[src/hdl/sdwt_ram.sv]
// Generic simple dual-port RAM: one write port, one read port, registered read.
// No dependencies.
module sdwt_ram #(
    parameter int WIDTH = 8,
    parameter int DEPTH = 16,
    localparam int AW = $clog2(DEPTH)
) (
    input  logic             aclk,
    input  logic             we,
    input  logic [AW-1:0]    waddr,
    input  logic [WIDTH-1:0] wdata,
    input  logic [AW-1:0]    raddr,
    output logic [WIDTH-1:0] rdata
);

    logic [WIDTH-1:0] mem [DEPTH];

    always_ff @(posedge aclk) begin
        if (we) begin
            mem[waddr] <= wdata;
        end
        rdata <= mem[raddr];
    end

endmodule

[config.mk]
export PLATFORM = sky130hd
export DESIGN_NAME = sdwt_ram
export DESIGN_NICKNAME = d
export VERILOG_FILES = /design/src/hdl/sdwt_ram.sv
export SDC_FILE = /design/constraint.sdc
export NUM_CORES = 1
export LEC_CHECK = 0
export ABC_AREA = 1
export BUFFER_PORTS_ARGS = -buffer_cell sky130_fd_sc_hd__buf_2
export CAP_MARGIN = 30
export CORE_ASPECT_RATIO = 0.5
export CORE_UTILIZATION = 41
export DETAILED_ROUTE_END_ITERATION = 10
export PLACE_DENSITY = 0.58
export SETUP_SLACK_MARGIN = 0.1
export SLEW_MARGIN = 15
export SYNTH_ARGS = -nofsm -noshare
export SYNTH_HDL_FRONTEND = slang
export SYNTH_SLANG_ARGS = --single-unit
[constraint.sdc]
create_clock -name aclk -period 2.2 [get_ports aclk]
set_input_delay 0.22 -clock aclk [delete_from_list [all_inputs] [get_ports aclk]]
set_output_delay 0.22 -clock aclk [all_outputs]
set_load 0.02 [all_outputs]
* Word level (Yosys, flattened, before mapping)
Memories as Yosys holds them, arrays and structs flattened. A register that Yosys moved wholly into a read port is not among the register bits.
Index checks and enable logic that the tools add are counted.
** Storage, ports and cells
- Bits in registers :: 0
- Bits in latches :: 0
- RAM bits :: 128
- Memory bits (read-only) :: 0
- Output and inout port bits :: 8
- Word-level logic and storage cells :: 3
- Memories kept :: 1
** Memories
- mem :: depth 16, bits a word 8, rd ports 1, clocked after memory_dff 1, wr ports 1, RTL line 16 : logic [WIDTH-1:0] mem [DEPTH];
** Operators by class
- Add/subtract/negate cells :: 0
- Multipliers :: 0
- Divide/modulo/power cells :: 0
- Order comparisons :: 0
- Equality and inequality tests :: 0
- Shifts and indexed selects :: 0
- Multiplexer cells :: 2
- Bitwise gates (word level) :: 0
- Reduce and logical (&&, ||, !) cells :: 0
** Operators with widths (number)
- 2-to-1 mux 1 bit :: 2

* Longest topological paths before layout
- Depth after elaboration :: 2
- Depth in mapped cells :: 8

* Least setup slack after synthesis
Ideal clock, no wire load.
- Path kind :: input to register
- Start :: in waddr[2]
- End :: mem mem[10][0], enable pin
- Setup time :: 0.370 ns
- Arrival time :: 0.801 ns
- Slack :: 1.029 ns
- Stages :: 2
- Path buffers :: 0
- Path through :: nand3b_1 nor2_1
** RTL lines
- start: declaration :: RTL line 10 : input logic [AW-1:0] waddr,
- end: declaration :: RTL line 16
No word-level cell before the write port.

* Worst setup path after layout
- Start :: reg rdata[4], read port of mem
- End :: out rdata[4]
** RTL lines
- start: declaration :: RTL line 13 : output logic [WIDTH-1:0] rdata
No word-level cell between the ends.

==> metrics.csv <==
stage,metric,value,unit
setup_path,critPathKind,register to output pin,
clocking,cts_hold_buffers,0,
timing,finalSetupTns,0,ns
clocking,htree_levels,4,
setup_path,path_max_fanout,1,
yosys,synth_commonest_cells,"173 x nand2_1, 128 x edfxtp_1, 100 x inv_1",
placed_design,gp_congestion,0.815,
yosys,async_flop_share,0,%
timing,tightest_slew,0.702,ns
clocking,cts.repair.resized,0,
setup_path,path_buf_inv,1,
yosys,synth.distinct_cells,12,
route,top_layer_used,met4,
die,coreArea,0.0136,mm2
status,outcome,"finished, final reports clean",
die,ios,26,
yosys,syn_nets,569,
yosys,seq_area_frac_synth,69.4,%
placed_design,io_buffers,25,
global_route,grt_usage,19.7,%
final_layout,stdcell_count,790,
timing,fmax,782,MHz
flow_run,cap_violations,0,
clocking,cts_tree,done,
yosys,synth_warnings,0,
route,wirelength,13300,um
clocking,cts.path.max_buffers,2,
route,dr.pass1.iters,5,
yosys,yosysTopAreaCellShare,66.7,%
route,routedWlPerCell,16.9,um
global_route,overflow,0,
final_layout,area_growth_syn_to_layout,16.5,%
timing,period_minus_slack,1.28,ns
yosys,ys.flop_type,edfxtp_1,
setup_path,endpoint_kind,output pin,
global_route,grt_start_max_net_pins,65,
timing,rsz0062_at_grt,no,
global_route,antenna_found_initial,0,
setup_path,critPathSlowestCell,dfxtp_1,
yosys,synthTopCellsByArea,"edfxtp_1 67%, nand2_1 11%, nand3_1 8.4%, inv_1 6.5%, dfxtp_1 2.8%",
timing,setup_viol,0,
route,vias,3813,
route,drt-initial-drc-count,395,
yosys,syn-instance-count,551,
yosys,synth_edf_count,128,
yosys,avgSynthCellArea,10.5,um2
pwr,power_density,943,mW/mm2
final_layout,antenna-diode-count,0,
timing,clock_skew,0.00814,ns
clocking,cts_setup_buffers,0,
die,die_width,170,um
pwr,power.leakage,2.90,nW
timing,finalHoldViolCount,0,
pwr,worst_ir_drop_vdd,550,uV
clocking,clkLatencyLatePin,0.41,ns
setup_path,crit_required,1.98,ns
die,num_rows,30,
timing,drv_slew,0,
setup_path,critPathLaunchType,register,
setup_path,crit_chain,buf_2,
final_layout,multi_input_area,0.00121,mm2
yosys,ys_ff_latch,136,
yosys,synth_area_leader_cell,edfxtp_1,
placed_design,dpl.cell_count,758,
route,viasPerCell,4.83,
placed_design,dp_hpwl,8070,um
setup_path,cpPeakStageDelay,0.44,ns
route,wirelength_met1,6080,um
clocking,numCtsBuffers,17,
timing,slew_headroom,53.0,%
final_layout,nets,603,
die,initial_core_util,42.3,%
route,met3_wirelength,1010,um
final_layout,n_fill_cell,1203,
global_route,grt_pass1_wl,20400,um
yosys,syn-cell-area,0.00577,mm2
route,route.detailed.drc,0,
setup_path,arrival,1.06,ns
die,die_h,85.9,um
die,die-area,0.0146,mm2
clocking,clockRootBuffer,clkbuf_16,
global_route,grt_pass1_vias,3640,
route,met2_length,6170,um
timing,finalCritPeriodShare,58.1,%
clocking,path_clk_slew,0.06,ns
clocking,clkSinkCount,136,
setup_path,crit_family,flip-flops,
final_layout,drive_above_1_share,11.9,%
route,drtAntennaViolNets,0,
yosys,yosysMostFrequentCell,nand2_1,
hold_path,holdCritPathClass,primary input to register,
final_layout,regArea,0.00400,mm2
## tightest hold or removal path, stage by stage
cell,delay (ns)
buf_2,0.16
nand3_1,0.10
nand2_1,0.04
## final timing paths
kind                                 start        to  slack, ns  depth (start not counted)
worst min-delay path              raddr[3]  rdata[5]       0.16                          3
worst max-delay path              rdata[4]  rdata[4]       0.92                          1
worst min register to register  mem[10][3]  rdata[3]       0.65                          6
worst max register to register   mem[4][2]  rdata[2]       1.13                          6
## metal layers
metal,track usage [%],vias to the layer above
met5,0,-
met4,5.81,0
met3,4.98,7
met2,30.0,126
met1,27.9,1837
li1,-,1843
## sequential cells by signal (all words and copies together) (netlist names)
| signal | flops |
|---|---|
| rdata | 8 |
| mem | 128 |
## layout by cell type (no fill, tap or decap), drive strengths merged
cell / netlist / routed
edfxtp: 128 / 128
nor2: 17 / 17
bufinv: 0 / 5
dfxtp: 8 / 8
buf: 24 / 39
nand3: 97 / 97
clkinv: 0 / 6
clkbuf: 0 / 19
inv: 102 / 102
clkinvlp: 0 / 2
nand2: 173 / 173
nand3b: 2 / 2
## final cells by class
cell class                      instances  share of cell area, %
Sequential cell                       136                   59.6
Multi-Input combinational cell        289                   18.1
Clock buffer                           19                   6.44
Inverter                              102                   5.70
Timing Repair Buffer                   39                   3.61
Tap cell                              192                   3.58
Clock inverter                         13                   3.02
## through the flow
step | utilization (%) | setup slack [ns] | area (um2) | power [mW] | hold slack (ns)
after global routing | 49.3 | 0.908 | 6720 | 6.51 | 0.159
final | 49.3 | 0.921 | 6720 | 6.34 | 0.160
after detailed placement | 44.6 | 0.657 | 6080 | 3.34 | 0.580
after floorplan | - | 1.03 | 5770 | 3.19 | 0.319
after global placement | 44.6 | 0.683 | 6080 | 3.34 | 0.584
after CTS | 49.3 | 0.942 | 6720 | 6.37 | 0.142
## report_power, final
part           total, mW  switching, mW  internal, mW
logic              0.371          0.270         0.101
registers           2.92         0.0200          2.90
clock network       3.05           1.05          2.00
total               6.34           1.34          5.00
## cell families after synthesis
logic type | Yosys count | synth area share, %
buffers and inverters | 126 | 9.52
and+or+nand+nor | 289 | 21.0
DFF | 136 | 69.4
(Power assumes the default switching activity.)
